File: src/design/igbt_pkg.sv
// ----------------------------------------------------------------------------
// igbt_pkg
// Shared constants, codes and controller/datapath interface types of the
// greedy IoU box tracker.
// ----------------------------------------------------------------------------
package igbt_pkg;

    // Table sizes
    localparam int MAX_TRACKS  = 16;
    localparam int MAX_PENDING = 16;
    localparam int TIDX_W = (MAX_TRACKS > 1) ? $clog2(MAX_TRACKS) : 1;
    localparam int TCNT_W = $clog2(MAX_TRACKS + 1);
    localparam int PIDX_W = (MAX_PENDING > 1) ? $clog2(MAX_PENDING) : 1;
    localparam int PCNT_W = $clog2(MAX_PENDING + 1);

    // Request codes
    localparam logic [1:0] REQ_DETECT    = 2'd0;
    localparam logic [1:0] REQ_FRAME_END = 2'd1;
    localparam logic [1:0] REQ_PREDICT   = 2'd2;
    localparam logic [1:0] REQ_CLEAR     = 2'd3;

    // Register indexes
    localparam logic [1:0] CFG_SMOOTH   = 2'd0;
    localparam logic [1:0] CFG_THRESH   = 2'd1;
    localparam logic [1:0] CFG_MAX_LOST = 2'd2;

    // Register reset values
    localparam logic [8:0] SMOOTH_RST   = 9'd128;
    localparam logic [8:0] THRESH_RST   = 9'd77;
    localparam logic [7:0] MAX_LOST_RST = 8'd10;

    // Controller states
    typedef enum logic [3:0] {
        ST_IDLE,
        ST_DET_INIT,
        ST_DET_A,
        ST_DET_B,
        ST_DET_C,
        ST_DET_D,
        ST_DET_E,
        ST_DET_DONE,
        ST_DET_MATCH,
        ST_FE_SCAN,
        ST_FE_APP,
        ST_FE_DONE,
        ST_PRED,
        ST_PRED_EMPTY,
        ST_CLEAR
    } ctrl_state_t;

    // Datapath operations
    typedef enum logic [4:0] {
        OP_NONE,
        OP_LOAD,
        OP_INIT,
        OP_IOU_A,
        OP_IOU_B,
        OP_IOU_C,
        OP_IOU_D,
        OP_IOU_E,
        OP_EMA,
        OP_MATCH,
        OP_PUSH,
        OP_DROP,
        OP_SCAN,
        OP_APPEND,
        OP_CLR_MATCH,
        OP_EMIT,
        OP_EMIT_EMPTY
    } dp_op_t;

    typedef struct packed {
        dp_op_t              op;
        logic [TIDX_W-1:0]   rd_idx;
        logic [TIDX_W-1:0]   wr_idx;
        logic [PIDX_W-1:0]   pend_idx;
        logic                last;
    } dp_cmd_t;

    typedef struct packed {
        logic found;     // a track beat the threshold
        logic keep;      // scanned track survives frame end
        logic out_busy;  // output register full and stalled
    } dp_status_t;

endpackage

File: src/design/igbt_ctrl.sv
// ----------------------------------------------------------------------------
// igbt_ctrl
// Sequencer of the tracker: walks the track table for each request and
// issues datapath operations. Holds table fill and pending fill.
// ----------------------------------------------------------------------------
module igbt_ctrl (
    input  logic                  clk,
    input  logic                  rst_n,
    input  logic                  in_valid,
    output logic                  in_stall,
    input  logic [1:0]            req_type,
    input  igbt_pkg::dp_status_t  status,
    output igbt_pkg::dp_cmd_t     cmd
);

    igbt_pkg::ctrl_state_t state_reg, state_next;
    logic [igbt_pkg::TCNT_W-1:0] i_reg, i_next;
    logic [igbt_pkg::TCNT_W-1:0] w_reg, w_next;
    logic [igbt_pkg::TCNT_W-1:0] count_reg, count_next;
    logic [igbt_pkg::PCNT_W-1:0] j_reg, j_next;
    logic [igbt_pkg::PCNT_W-1:0] pcount_reg, pcount_next;
    logic                        accept;
    logic                        pred_last;

    assign in_stall  = (state_reg != igbt_pkg::ST_IDLE);
    assign accept    = in_valid && !in_stall;
    assign pred_last = (igbt_pkg::TCNT_W'(i_reg + 1'b1) == count_reg);

    // State and counters
    always_ff @(posedge clk or negedge rst_n)
    begin
        if (!rst_n)
        begin
            state_reg  <= igbt_pkg::ST_IDLE;
            i_reg      <= '0;
            w_reg      <= '0;
            count_reg  <= '0;
            j_reg      <= '0;
            pcount_reg <= '0;
        end
        else
        begin
            state_reg  <= state_next;
            i_reg      <= i_next;
            w_reg      <= w_next;
            count_reg  <= count_next;
            j_reg      <= j_next;
            pcount_reg <= pcount_next;
        end
    end

    // Next state and commands
    always_comb
    begin
        state_next   = state_reg;
        i_next       = i_reg;
        w_next       = w_reg;
        count_next   = count_reg;
        j_next       = j_reg;
        pcount_next  = pcount_reg;
        cmd          = '0;
        cmd.op       = igbt_pkg::OP_NONE;
        cmd.rd_idx   = i_reg[igbt_pkg::TIDX_W-1:0];
        cmd.wr_idx   = w_reg[igbt_pkg::TIDX_W-1:0];
        cmd.pend_idx = j_reg[igbt_pkg::PIDX_W-1:0];
        cmd.last     = 1'b0;
        case (state_reg)
            igbt_pkg::ST_IDLE:
            begin
                if (accept)
                begin
                    cmd.op = igbt_pkg::OP_LOAD;
                    i_next = '0;
                    w_next = '0;
                    j_next = '0;
                    case (req_type)
                        igbt_pkg::REQ_DETECT:    state_next = igbt_pkg::ST_DET_INIT;
                        igbt_pkg::REQ_FRAME_END: state_next = igbt_pkg::ST_FE_SCAN;
                        igbt_pkg::REQ_PREDICT:
                        begin
                            if (count_reg == '0)
                                state_next = igbt_pkg::ST_PRED_EMPTY;
                            else
                                state_next = igbt_pkg::ST_PRED;
                        end
                        default:                 state_next = igbt_pkg::ST_CLEAR;
                    endcase
                end
            end
            igbt_pkg::ST_DET_INIT:
            begin
                cmd.op     = igbt_pkg::OP_INIT;
                state_next = igbt_pkg::ST_DET_A;
            end
            igbt_pkg::ST_DET_A:
            begin
                if (i_reg == count_reg)
                    state_next = igbt_pkg::ST_DET_DONE;
                else
                begin
                    cmd.op     = igbt_pkg::OP_IOU_A;
                    state_next = igbt_pkg::ST_DET_B;
                end
            end
            igbt_pkg::ST_DET_B:
            begin
                cmd.op     = igbt_pkg::OP_IOU_B;
                state_next = igbt_pkg::ST_DET_C;
            end
            igbt_pkg::ST_DET_C:
            begin
                cmd.op     = igbt_pkg::OP_IOU_C;
                state_next = igbt_pkg::ST_DET_D;
            end
            igbt_pkg::ST_DET_D:
            begin
                cmd.op     = igbt_pkg::OP_IOU_D;
                state_next = igbt_pkg::ST_DET_E;
            end
            igbt_pkg::ST_DET_E:
            begin
                cmd.op     = igbt_pkg::OP_IOU_E;
                i_next     = igbt_pkg::TCNT_W'(i_reg + 1'b1);
                state_next = igbt_pkg::ST_DET_A;
            end
            igbt_pkg::ST_DET_DONE:
            begin
                state_next = igbt_pkg::ST_IDLE;
                if (status.found)
                begin
                    cmd.op     = igbt_pkg::OP_EMA;
                    state_next = igbt_pkg::ST_DET_MATCH;
                end
                else if (pcount_reg != igbt_pkg::PCNT_W'(igbt_pkg::MAX_PENDING))
                begin
                    cmd.op       = igbt_pkg::OP_PUSH;
                    cmd.pend_idx = pcount_reg[igbt_pkg::PIDX_W-1:0];
                    pcount_next  = igbt_pkg::PCNT_W'(pcount_reg + 1'b1);
                end
                else
                    cmd.op = igbt_pkg::OP_DROP;
            end
            igbt_pkg::ST_DET_MATCH:
            begin
                cmd.op     = igbt_pkg::OP_MATCH;
                state_next = igbt_pkg::ST_IDLE;
            end
            // Age and compact the table in place
            igbt_pkg::ST_FE_SCAN:
            begin
                if (i_reg == count_reg)
                    state_next = igbt_pkg::ST_FE_APP;
                else
                begin
                    cmd.op = igbt_pkg::OP_SCAN;
                    i_next = igbt_pkg::TCNT_W'(i_reg + 1'b1);
                    if (status.keep)
                        w_next = igbt_pkg::TCNT_W'(w_reg + 1'b1);
                end
            end
            // Append pending boxes as new tracks
            igbt_pkg::ST_FE_APP:
            begin
                if (j_reg == pcount_reg)
                    state_next = igbt_pkg::ST_FE_DONE;
                else if (w_reg == igbt_pkg::TCNT_W'(igbt_pkg::MAX_TRACKS))
                begin
                    cmd.op     = igbt_pkg::OP_DROP;
                    state_next = igbt_pkg::ST_FE_DONE;
                end
                else
                begin
                    cmd.op = igbt_pkg::OP_APPEND;
                    w_next = igbt_pkg::TCNT_W'(w_reg + 1'b1);
                    j_next = igbt_pkg::PCNT_W'(j_reg + 1'b1);
                end
            end
            igbt_pkg::ST_FE_DONE:
            begin
                cmd.op      = igbt_pkg::OP_CLR_MATCH;
                count_next  = w_reg;
                pcount_next = '0;
                state_next  = igbt_pkg::ST_IDLE;
            end
            igbt_pkg::ST_PRED:
            begin
                if (!status.out_busy)
                begin
                    cmd.op     = igbt_pkg::OP_EMIT;
                    cmd.wr_idx = i_reg[igbt_pkg::TIDX_W-1:0];
                    cmd.last   = pred_last;
                    i_next     = igbt_pkg::TCNT_W'(i_reg + 1'b1);
                    if (pred_last)
                        state_next = igbt_pkg::ST_IDLE;
                end
            end
            igbt_pkg::ST_PRED_EMPTY:
            begin
                if (!status.out_busy)
                begin
                    cmd.op     = igbt_pkg::OP_EMIT_EMPTY;
                    cmd.last   = 1'b1;
                    state_next = igbt_pkg::ST_IDLE;
                end
            end
            igbt_pkg::ST_CLEAR:
            begin
                cmd.op     = igbt_pkg::OP_CLR_MATCH;
                count_next = '0;
                state_next = igbt_pkg::ST_IDLE;
            end
            default:
            begin
                state_next = igbt_pkg::ST_IDLE;
            end
        endcase
    end

endmodule

File: config.mk
export PLATFORM = sky130hd
export DESIGN_NAME = igbt_ctrl
export DESIGN_NICKNAME = d
export VERILOG_FILES = /design/src/design/igbt_pkg.sv /design/src/design/igbt_ctrl.sv
export SDC_FILE = /design/constraint.sdc
export NUM_CORES = 1
export LEC_CHECK = 0
export BUFFER_PORTS_ARGS = -buffer_cell sky130_fd_sc_hd__buf_2
export CAP_MARGIN = 20
export CORE_MARGIN = 2
export CORE_UTILIZATION = 50
export DETAILED_ROUTE_END_ITERATION = 6
export GPL_TIMING_DRIVEN = 0
export PLACE_DENSITY_LB_ADDON = 0.1
export SLEW_MARGIN = 20
export SYNTH_ARGS = -nofsm -noshare
export SYNTH_HDL_FRONTEND = slang
export SYNTH_SLANG_ARGS = --single-unit
export TNS_END_PERCENT = 30
File: constraint.sdc
create_clock -name clk -period 5.33 [get_ports clk]
set_clock_uncertainty 0.15 [all_clocks]
set_input_delay 0.533 -clock clk [delete_from_list [all_inputs] [get_ports clk]]
set_output_delay 0.533 -clock clk [all_outputs]
set_load 0.01 [all_outputs]
======== Word level (Yosys, flattened, before mapping) ========
Index checks and enable logic that the tools add are counted.
storage, ports and cells
  register bits after elaboration ......... 29
  input port bits ......................... 8
  output and inout port bits .............. 19
  word-level logic and storage cells ...... 107
cells by class
  add/sub/neg operators ................... 4
  eq/ne operators ......................... 33
  muxes and demuxes ....................... 46
  reduce and logical (&&, ||, !) cells .... 18
operators by type and width
  cell                 number
  $pmux 5 s14          1
  $mux 5               13
  $mux 4               16
  $pmux 4 s11          1
  $pmux 5 s2           3
  $eq 4x4->1 const B   7
  $ne 2x2->1 const B   11
  $add 5x1->5 const B  4
  $pmux 5 s4           1
  $eq 4x3->1 const B   4
  $eq 5x5->1           3
  $pmux 5 s3           1
  $pmux 4 s3           1
  $reduce_and 6->1     2
  $eq 4x2->1 const B   2
  $reduce_and 4->1     2
  $reduce_bool 4->1    2
  $mux 3               2
  $reduce_bool 2->1    3
  $eq 5x5->1 const B   1
  $logic_not 5->1      1
  $mux 1               5
  $ne 5x5->1 const B   1
  $eq 4x1->1 const B   1
  other kinds (12)     13

======== Logic depth before layout (Yosys ltp) ========
Gate-level depths: netlist of run 1.
  word-level depth ........................ 5
  mapped depth ............................ 7

======== Least setup slack after synthesis of run 1 ========
Ideal clock, no wire load.
  path kind ............................... reg2out
  start point ............................. register count_reg[3] (netlist name)
  end point ............................... output cmd[13] (netlist name)
  arrival time ............................ 1660 ps
  required time ........................... 4647 ps
  path slack .............................. 2987 ps
  cell stages (with the launch flop) ...... 6
  buffers on the path ..................... 0
  cell sequence ........................... dfrtp_1 > xor2_1 > nor3_1 > a21boi_0 > nand3_1 > or3b_2
RTL lines
  what                    line             text
  from (decl)             igbt_ctrl.sv:19  logic [igbt_pkg::TCNT_W-1:0] count_reg, count_next;
  from (signal assigned)  igbt_ctrl.sv:46  count_reg <= count_next;
  to (decl)               igbt_ctrl.sv:13  output igbt_pkg::dp_cmd_t cmd

==> out/qor.yml, run 1 <==
slew_headroom_pct: 46.9
root_buffer: "clkbuf_8"
fin_crit_sh_pct: 59.2
worst_slew_pin_slew_ns: 0.794
cp_max_fo: 6
rows: 24
core-area_sq_um: 4410
overflow: 0
globalplace.congestion: 0.964
dieHeight_um: 72.3
setup_viol: 0
cts_repair_resize_count: 0
final-hold-violation-count: 0
wl_um: 6010
hpwl_um: 4420
clock_path_buffers: 2
portBuffers: 26
syn_to_final_growth_pct: 11.9
crit_arrival_ns: 2.47
drt_pass1_iterations: 5
antenna_found_initial: 0
max_stage_delay_ns: 0.53
grt_pass1_wl_um: 9950
crit_type: "reg -> out"
synth-edff-count: 0
dieArea_sq_um: 5220
total_leakage_power_uw: 0.00118
insertion_delay_ns: 0.29
final_common_cell: "buf_2"
drcViolationCount: 0
fill_cells: 408
crit_required_ns: 4.65
syn_area_sq_um: 2330
fp.dieW_um: 72.3
synth_mux_area_share_pct: 4.08
slew_viol_final: 0
synth-xor-area-share_pct: 7.52
final_antenna_net_count: 0
tritoncts: "built"
vias: 2213
p_per_area_nw_per_um2: 528
endpoint_kind: "primary output"
fmax_mhz: 317
tns_ns: 0
start_util_pct: 52.8
drive_gt1_share_pct: 17.9
vias_per_cell: 6.08
power.total_uw: 1380
worst_path_max_delay_cell: "nor3_1"
clkTransAtPathRegs_ns: 0.07
synth-adder-area-share_pct: 3.22
cts_hold_repair.buffers: 0
cts_buffers: 5
synthSimpleGateAreaFrac_pct: 24.0
period_minus_slack_ns: 3.16
async_flop_share_pct: 100
mostFrequentLayoutCells: "buf_2 (30), o21ai_0 (29), dfrtp_1 (29)"
worstHoldPathType: "in -> async"
grt_max_degree: 30
grt_usage_pct: 24.5
post-route-util_pct: 59.1
ys_types: 62
synth-seq-cells: 29
syn-instance-count: 278
route.detailed.wl_per_inst_um: 16.5
status: "complete, no violations"
diodes: 0
post-cts-setup-buffers: 0
vdd_ir_drop_max_v: 0.000319
clock_sinks: 29
grt_pass1_vias: 1990
maxCapViolations: 0
crit_chain: "xor2_1, nor3_1, a21boi_0, nand3_1, or3b_2, buf_2"
synth_fp_nets: 292
drtIter0Drc: 151
worst_hold_slack_ns: 0.131
synth_top_family_by_area: "simple AND/OR/NAND/NOR gates"
dominantRegCellSynth: "dfrtp_1"
ys_warn_count: 0
rsz0062_at_grt: "false"
critPathLaunchType: "register"
synth_compound_area_share_pct: 23.6
ys_seq_area_share_pct: 31.1
io_pins: 27
ff2ff_setup_slack_ns: 2.91
syn_avg_cell_area_sq_um: 8.38
fin_nets: 325
htreeDepth: 2
==> logic make-up after synthesis <==
kind of cell / Yosys count
AO/OA/AOI/OAI: 84
XOR/XNOR: 20
adder cells (fa/ha/maj): 6
buffers and inverters: 32
flip-flops: 29
multiplexers: 9
AND/OR/NAND/NOR: 98
==> where the power goes <==
group / leakage [uW] / switching, uW / internal [uW]
clock: 0.0000450 / 90.6 / 90.4
sequential: 0.000379 / 77.3 / 279
combinational: 0.000753 / 509 / 330
==> synth_stat cells (2+ instances only) <==
| library cell | n | share of area [%] |
|---|---|---|
| mux2i_1 | 5 | 2.1 |
| clkbuf_1 | 5 | 0.81 |
| nor2b_1 | 2 | 0.54 |
| nand4_1 | 5 | 1.3 |
| a211o_1 | 2 | 0.75 |
| a22o_1 | 3 | 1.1 |
| and2_1 | 2 | 0.54 |
| nor4_1 | 5 | 1.3 |
| nand2_1 | 26 | 4.2 |
| o21ai_0 | 29 | 6.2 |
| buf_4 | 5 | 1.6 |
| inv_1 | 16 | 2.6 |
| o211ai_1 | 6 | 1.9 |
| a221oi_1 | 2 | 0.75 |
| buf_2 | 4 | 0.86 |
| o31ai_1 | 2 | 0.64 |
| a22oi_1 | 7 | 2.3 |
| a21oi_1 | 13 | 2.8 |
| or3_1 | 3 | 0.81 |
| ha_1 | 6 | 3.2 |
| a31oi_1 | 3 | 0.81 |
| dfrtp_1 | 29 | 31 |
| nor3_1 | 6 | 1.3 |
| o32ai_1 | 2 | 0.75 |
| xnor2_1 | 9 | 3.4 |
| nand3_1 | 10 | 2.1 |
| nand2b_1 | 2 | 0.54 |
| or4_1 | 2 | 0.64 |
| nand4bb_1 | 2 | 0.97 |
| mux2_2 | 4 | 1.9 |
| and3_1 | 4 | 1.1 |
| xor2_1 | 11 | 4.1 |
| a21boi_0 | 2 | 0.64 |
| nor2_1 | 16 | 2.6 |
==> per-stage QoR <==
stage	cells	area [sq um]	setup WS (ns)
after detailed placement	356	2520	2.57
after global routing	364	2610	2.09
after CTS	364	2610	2.24
after floorplan	278	2330	2.99
after global placement	356	2520	2.59
final	364	2610	2.17
==> layer usage <==
layer	global-route usage (%)	vias to the layer above	share of wire, %
met5	0	-	0
met2	36.5	91	44
met1	35.4	1026	47
met3	5.00	13	7.0
met4	7.97	0	1.4
li1	-	1083	-
==> worst paths after layout <==
path                       cells after the start           end          from
max                                            6       cmd[13]      i_reg[3]
min                                            1      w_reg[1]         rst_n
min reg2reg                                    2  count_reg[4]  count_reg[4]
max reg2reg                                    6      i_reg[1]  state_reg[3]
max in group asynchronous                      1  count_reg[0]         rst_n
min in group clk                               2  count_reg[4]  count_reg[4]
==> critical path: cells and delay by family, from the launching register on <==
family / cells / cell delay (ns)
AND/OR/NAND/NOR: 3 / 1.14
flip-flops: 1 / 0.45
AO/OA/AOI/OAI: 1 / 0.24
XOR/XNOR: 1 / 0.19
buffers and inverters: 1 / 0.16
==> cell type report <==
class                           count  area, sq um  area share, %
Buffer                             16         91.3           3.50
Tap cell                           52         65.1           2.50
Clock inverter                      2         10.0          0.384
Sequential cell                    29          726           27.8
Inverter                           16         60.1           2.30
Clock buffer                        6         72.6           2.78
Timing Repair Buffer               26          130           4.99
Multi-Input combinational cell    217         1450           55.7
(Power assumes the default switching activity.)
==> inputs of run 2 (changes only) <==
- clock period: 5.33 -> 3 ns (I/O delays scaled with it)
==> out/qor.yml, run 2 (synthesized netlist as in run 1, its figures left out) <==
grt_pass1_wl_um: 9940  # -0.13%
setup_viol: 0  # unchanged
switchingPower_uw: 1210  # +79%
overflow: 0  # unchanged
fmax_mhz: 350
fin_nets: 326  # +0.31%
worst_slew_pin_slew_ns: 0.794  # -0.0000696 ns
cts_buffers: 5  # unchanged
wl_met1_um: 2910  # +2.5%
crit_buf_inv: 3  # +2
crit_type: "reg -> out"
maxCapViolations: 0  # unchanged
endpoint_kind: "primary output"
drtIter0Drc: 165  # +9.3%
pwr-share-comb_pct: 61.0  # about the same
p_int_uw: 1240  # +78%
critPathLaunchType: "register"
rsz0062_at_grt: "false"
wl_met2_um: 2630  # -1.4%
clock_path_buffers: 2  # unchanged
holdPathStages: 3
portBuffers: 26  # unchanged
crit_family: "simple AND/OR/NAND/NOR gates"
worstHoldPathType: "in -> reg"
mostFrequentLayoutCells: "buf_2 (30), o21ai_0 (29), dfrtp_1 (29)"
ff2ff_path_depth: 6  # unchanged
total_leakage_power_uw: 0.00118  # +0.40%
reg2reg_to: "i_reg[1]"
grt_max_degree: 30  # unchanged
max_stage_delay_ns: 0.59  # +0.06 ns
wl_um: 6040  # +0.63%
clkTransAtPathRegs_ns: 0.07  # about the same
ff2ff_setup_slack_ns: 0.57  # -2.34 ns
slew_headroom_pct: 46.9  # about the same
final_common_cell: "buf_2"
io_pins: 27  # unchanged
wl_met3_um: 415  # -1.2%
final_antenna_net_count: 0  # unchanged
period_minus_slack_ns: 2.86
path_common_cell: "buf_2"
grt_usage_pct: 24.4  # -0.029 points
root_buffer: "clkbuf_8"
dieHeight_um: 72.3  # unchanged
power.total_uw: 2450  # +78%
syn_to_final_growth_pct: 12.6
fin_crit_sh_pct: 95.2
whs_endpoint: "state_reg[3]"
route.detailed.wl_per_inst_um: 16.6  # +0.36%
grt_pass1_vias: 1989  # -0.050%
antenna_found_initial: 0  # unchanged
insertion_delay_ns: 0.29  # about the same
clock_sinks: 29  # unchanged
status: "complete, no violations"
worst_path_max_delay_cell: "nor4_2"
hp-start: "in_valid"
hpwl_um: 4420  # unchanged
crit_chain: "buf_2, buf_2, nand2_1, nor4_2, mux2_2, buf_2"
p_seq_share_pct: 25.8  # about the same
post-route-util_pct: 59.4  # +0.34 points
p_per_area_nw_per_um2: 935  # +77%
vias: 2267  # +2.4%
rows: 24  # unchanged
crit_required_ns: 2.55  # -2.10 ns
drcViolationCount: 0  # unchanged
vdd_ir_drop_max_v: 0.000565  # +77%
tns_ns: 0  # unchanged
diodes: 0  # unchanged
start_util_pct: 52.8  # unchanged
drt_pass1_iterations: 5  # unchanged
highest_layer: "met4"
cp_max_fo: 10  # +4
core-area_sq_um: 4410  # unchanged
fp.dieW_um: 72.3  # unchanged
crit_arrival_ns: 2.41  # -0.06 ns
slew_viol_final: 0  # unchanged
drive_gt1_share_pct: 18.2  # +0.26 points
final-hold-violation-count: 0  # unchanged
tritoncts: "built"
clkPwrFrac_pct: 13.1  # about the same
r2r_start: "state_reg[3]"
globalplace.congestion: 0.964  # unchanged
switching_share_pct: 49.2  # +0.071 points
vias_per_cell: 6.21  # +2.2%
dieArea_sq_um: 5220  # unchanged
htreeDepth: 2  # unchanged
## run 2: cell types whose count changed in the layout (fill, tap and decap cells not counted)
cell | before | now
dlygate4sd3_1 | 0 | 1
nor3_2 | 0 | 1
nor3_1 | 6 | 5
## run 2: power groups by stage
stage / Sequential [uW] / Clock [uW] / Combinational, uW
after floorplan: 599 / 0 / 1110
after global placement: 638 / 0 / 1450
after detailed placement: 637 / 0 / 1460
after CTS: 631 / 328 / 1470
after global routing: 653 / 342 / 1640
final: 634 / 322 / 1500
## run 2: layout make-up
| class | instances | area (sq um) |
|---|---|---|
| clock buffers | 6 | 72.6 |
| clock inverters | 2 | 10.0 |
| flip-flops and latches | 29 | 726 |
| multi-input cells | 217 | 1460 |
| fillers | 404 | 1790 |
| inverters | 16 | 60.1 |
| plain buffers | 16 | 91.3 |
| repair buffers | 27 | 140 |
| well taps | 52 | 65.1 |
## run 2: stage by stage
step / setup WS, ns / cell area [sq um] / hold WS, ns / std cells
floorplan: 0.812 / 2330 / -0.146 / 278
global placement: 0.493 / 2520 / 0.230 / 356
detailed placement: 0.469 / 2520 / 0.224 / 356
CTS: 0.146 / 2620 / 0.232 / 365
global route: 0.00538 / 2620 / 0.241 / 365
finish: 0.144 / 2620 / 0.242 / 365
## run 2: timing repair
item,in CTS,in global routing
setup endpoints to repair,0,1
buffers inserted,0,0
hold buffers,1,0
endpoints found under the hold margin,29,0
resized for setup,0,1
## run 2: worst max-delay path by stage
stage | startpoint | end | slack [ns] | cells past startpoint
global placement | i_reg[0] | cmd[13] | 0.49 | 6
floorplan | w_reg[0] | w_reg[0] | 0.81 | 7
global route | state_reg[3] | cmd[8] | 0.005 | 6
detailed placement | i_reg[3] | cmd[13] | 0.47 | 6
finish | state_reg[3] | cmd[7] | 0.14 | 6
CTS | i_reg[3] | cmd[13] | 0.15 | 6
## run 2: metal layers
| metal | up-vias | track usage (%) |
|---|---|---|
| met3 | 11 | 5.00 |
| li1 | 1087 | - |
| met2 | 104 | 36.4 |
| met4 | 0 | 7.97 |
| met5 | - | 0 |
| met1 | 1065 | 35.4 |
## run 2: tightest hold or removal path, delay by kind of cell
kind	cells	cell delay (ns)
and+or+nand+nor	1	0.14
buffers and inverters	1	0.14
AOI/OAI and AO/OA	1	0.05
==> inputs of run 3 (changes only) <==
- ABC_AREA: unset -> 1
- TNS_END_PERCENT: 30 -> 10
==> out/qor.yml, run 3 <==
ys_seq_area_share_pct: 32.7  # +1.5 points
max_stage_delay_ns: 0.49  # -0.10 ns
cts_repair_resize_count: 0  # unchanged
ff2ff_path_depth: 10  # +4
vdd_ir_drop_max_v: 0.000397  # -30%
dieArea_sq_um: 4990  # -4.5%
root_buffer: "clkbuf_8"
cts_buffers: 5  # unchanged
period_minus_slack_ns: 2.56  # -0.299 ns
fin_nets: 381  # +17%
fp.dieW_um: 70.6  # -2.3%
r2r_start: "w_reg[0]"
syn-instance-count: 333  # +20%
maxCapViolations: 0  # unchanged
worst_slew_pin_slew_ns: 0.699  # -0.0952 ns
rows: 24  # unchanged
critPathLaunchType: "register"
holdPathStages: 3  # unchanged
fmax_mhz: 391  # +12%
globalplace.congestion: 0.902  # -6.4%
crit_type: "reg -> out"
mostFrequentLayoutCells: "nand2_1 (99), inv_1 (48), dfrtp_1 (29)"
ys_top_cells_by_area: "dfrtp_1 (33%), nand2_1 (17%), inv_1 (8.1%)"
syn_to_final_growth_pct: 13.9
synth-seq-cells: 29  # unchanged
fin_area_sq_um: 2530  # -3.6%
vias_per_cell: 5.16  # -17%
status: "complete, no violations"
clock_sinks: 29  # unchanged
grt_max_degree: 30  # unchanged
regArea_sq_um: 726  # unchanged
synth-edff-count: 0  # unchanged
diodes: 0  # unchanged
hpwl_um: 4010  # -9.4%
fin_crit_sh_pct: 85.2  # -10 points
vias: 2160  # -4.7%
syn_area_sq_um: 2220  # -4.7%
worst_hold_slack_ns: 0.243  # +0.00134 ns
core-area_sq_um: 4320  # -2.0%
ys_types: 30  # -52%
setup_viol: 0  # unchanged
whs_endpoint: "state_reg[1]"
route.detailed.wl_per_inst_um: 12.6  # -24%
ys_warn_count: 0  # unchanged
portBuffers: 26  # unchanged
async_flop_share_pct: 100  # unchanged
syn_avg_cell_area_sq_um: 6.67  # -20%
post-cts-setup-buffers: 0  # unchanged
synth_fp_nets: 347  # +19%
crit_buf_inv: 2  # -1
final_common_cell: "nand2_1"
tns_ns: 0  # unchanged
dpl-instance-area_sq_um: 2410  # -4.4%
insertion_delay_ns: 0.29  # about the same
fill_cells: 442  # +9.4%
drive_gt1_share_pct: 16.9  # -1.3 points
rsz0062_at_grt: "false"
crit_chain: "inv_1, ha_1, nand2_1, nor3_1, nand3b_1, nand3_1, buf_2"
drcViolationCount: 0  # unchanged
startpoint: "w_reg[0]"
post-route-util_pct: 58.5  # -0.93 points
slew_viol_final: 0  # unchanged
clock_path_buffers: 2  # unchanged
dieHeight_um: 70.6  # -2.3%
cts_hold_repair.buffers: 1  # unchanged
final_antenna_net_count: 0  # unchanged
start_util_pct: 51.3  # -1.4 points
endpoint_kind: "primary output"
p_per_area_nw_per_um2: 771  # -18%
setup_ws_ns: 0.444  # +0.299 ns
crit_family: "simple AND/OR/NAND/NOR gates"
tritoncts: "built"
drt_pass1_iterations: 4  # -1
grt_pass1_wl_um: 9260  # -6.8%
slew_headroom_pct: 53.4  # +6.5 points
pre_cts_ws_ns: 0.744  # +0.275 ns
crit_arrival_ns: 2.11  # -0.30 ns
io_pins: 27  # unchanged
synth_top_area_share_pct: 32.7  # +1.5 points
antenna_found_initial: 0  # unchanged
worstHoldPathType: "in -> reg"
final-hold-violation-count: 0  # unchanged
ff2ff_setup_slack_ns: 0.89  # +0.32 ns
drtIter0Drc: 151  # -8.5%
multi_input_area_sq_um: 1270  # -13%
dominantRegCellSynth: "dfrtp_1"
synthTopCellsByCount: "nand2_1 (99), inv_1 (48), dfrtp_1 (29)"
wl_um: 5290  # -13%
synth_area_leader_cell: "dfrtp_1"
worst_path_max_delay_cell: "nor3_1"
clkTransAtPathRegs_ns: 0.07  # about the same
crit_required_ns: 2.55  # about the same
total_leakage_power_uw: 0.00135  # +14%
htreeDepth: 2  # unchanged
overflow: 0  # unchanged
grt_usage_pct: 23.0  # -1.4 points
reg2reg_to: "w_reg[4]"
grt_pass1_vias: 2000  # +0.55%
cp_max_fo: 5  # -5
hp-start: "req_type[0]"
synth.most_common_cell: "nand2_1"
## run 3: cell count changes after synthesis, moves of 12 or more
cell and change:
nor2_1 +12, nand3_1 +18, nand2_1 +73, inv_1 +32, o21ai_1 +14, o21ai_0 -13
## run 3: report_power, final
part           internal [uW]  switching [uW]  total, uW  leakage, uW
sequential               463            97.0        560     0.000396
clock                    241             161        402    0.0000540
combinational            337             651        988     0.000898
total                   1040             909       1950      0.00135
## run 3: kinds of logic after synthesis
group	share of synthesized area (%)
compound gates	11.8
mux	0.451
fa+ha+maj	3.38
simple gates	37.1
xor+xnor	4.34
buf+inv	10.2
flops	32.7
## run 3: how the worst max path moves through the flow
stage                   end  slack, ns  cells past startpoint
CTS                 cmd[15]       0.42                      7
global route        cmd[15]       0.32                      7
global placement    cmd[15]       0.74                      7
finish              cmd[15]       0.44                      7
floorplan            cmd[0]       1.13                      5
detailed placement  cmd[15]       0.74                      7
## run 3: routing by layer
layer | track usage [%] | vias to the layer above | wire (um)
met1 | 32.0 | 982 | 2540
met2 | 36.1 | 42 | 2400
li1 | - | 1125 | -
met5 | 0 | - | 0
met4 | 8.18 | 0 | 109
met3 | 4.56 | 11 | 240
## run 3: area by class of cell
class	instances	share of cell area, %
Inverter	51	7.57
Multi-Input combinational cell	248	50.1
Buffer	5	1.39
Clock inverter	2	1.39
Sequential cell	29	28.7
Tap cell	52	2.57
Clock buffer	5	2.72
Timing Repair Buffer	27	5.54
## run 3: tightest hold or removal path, stage by stage
cell and delay (ns):
buf_2 0.12, a31oi_1 0.12, o21ai_0 0.10
## run 3: metrics by stage
stage	instances	power [uW]
floorplan	333	1280
global placement	411	1550
detailed placement	411	1540
CTS	419	1950
global route	419	2130
finish	419	1950
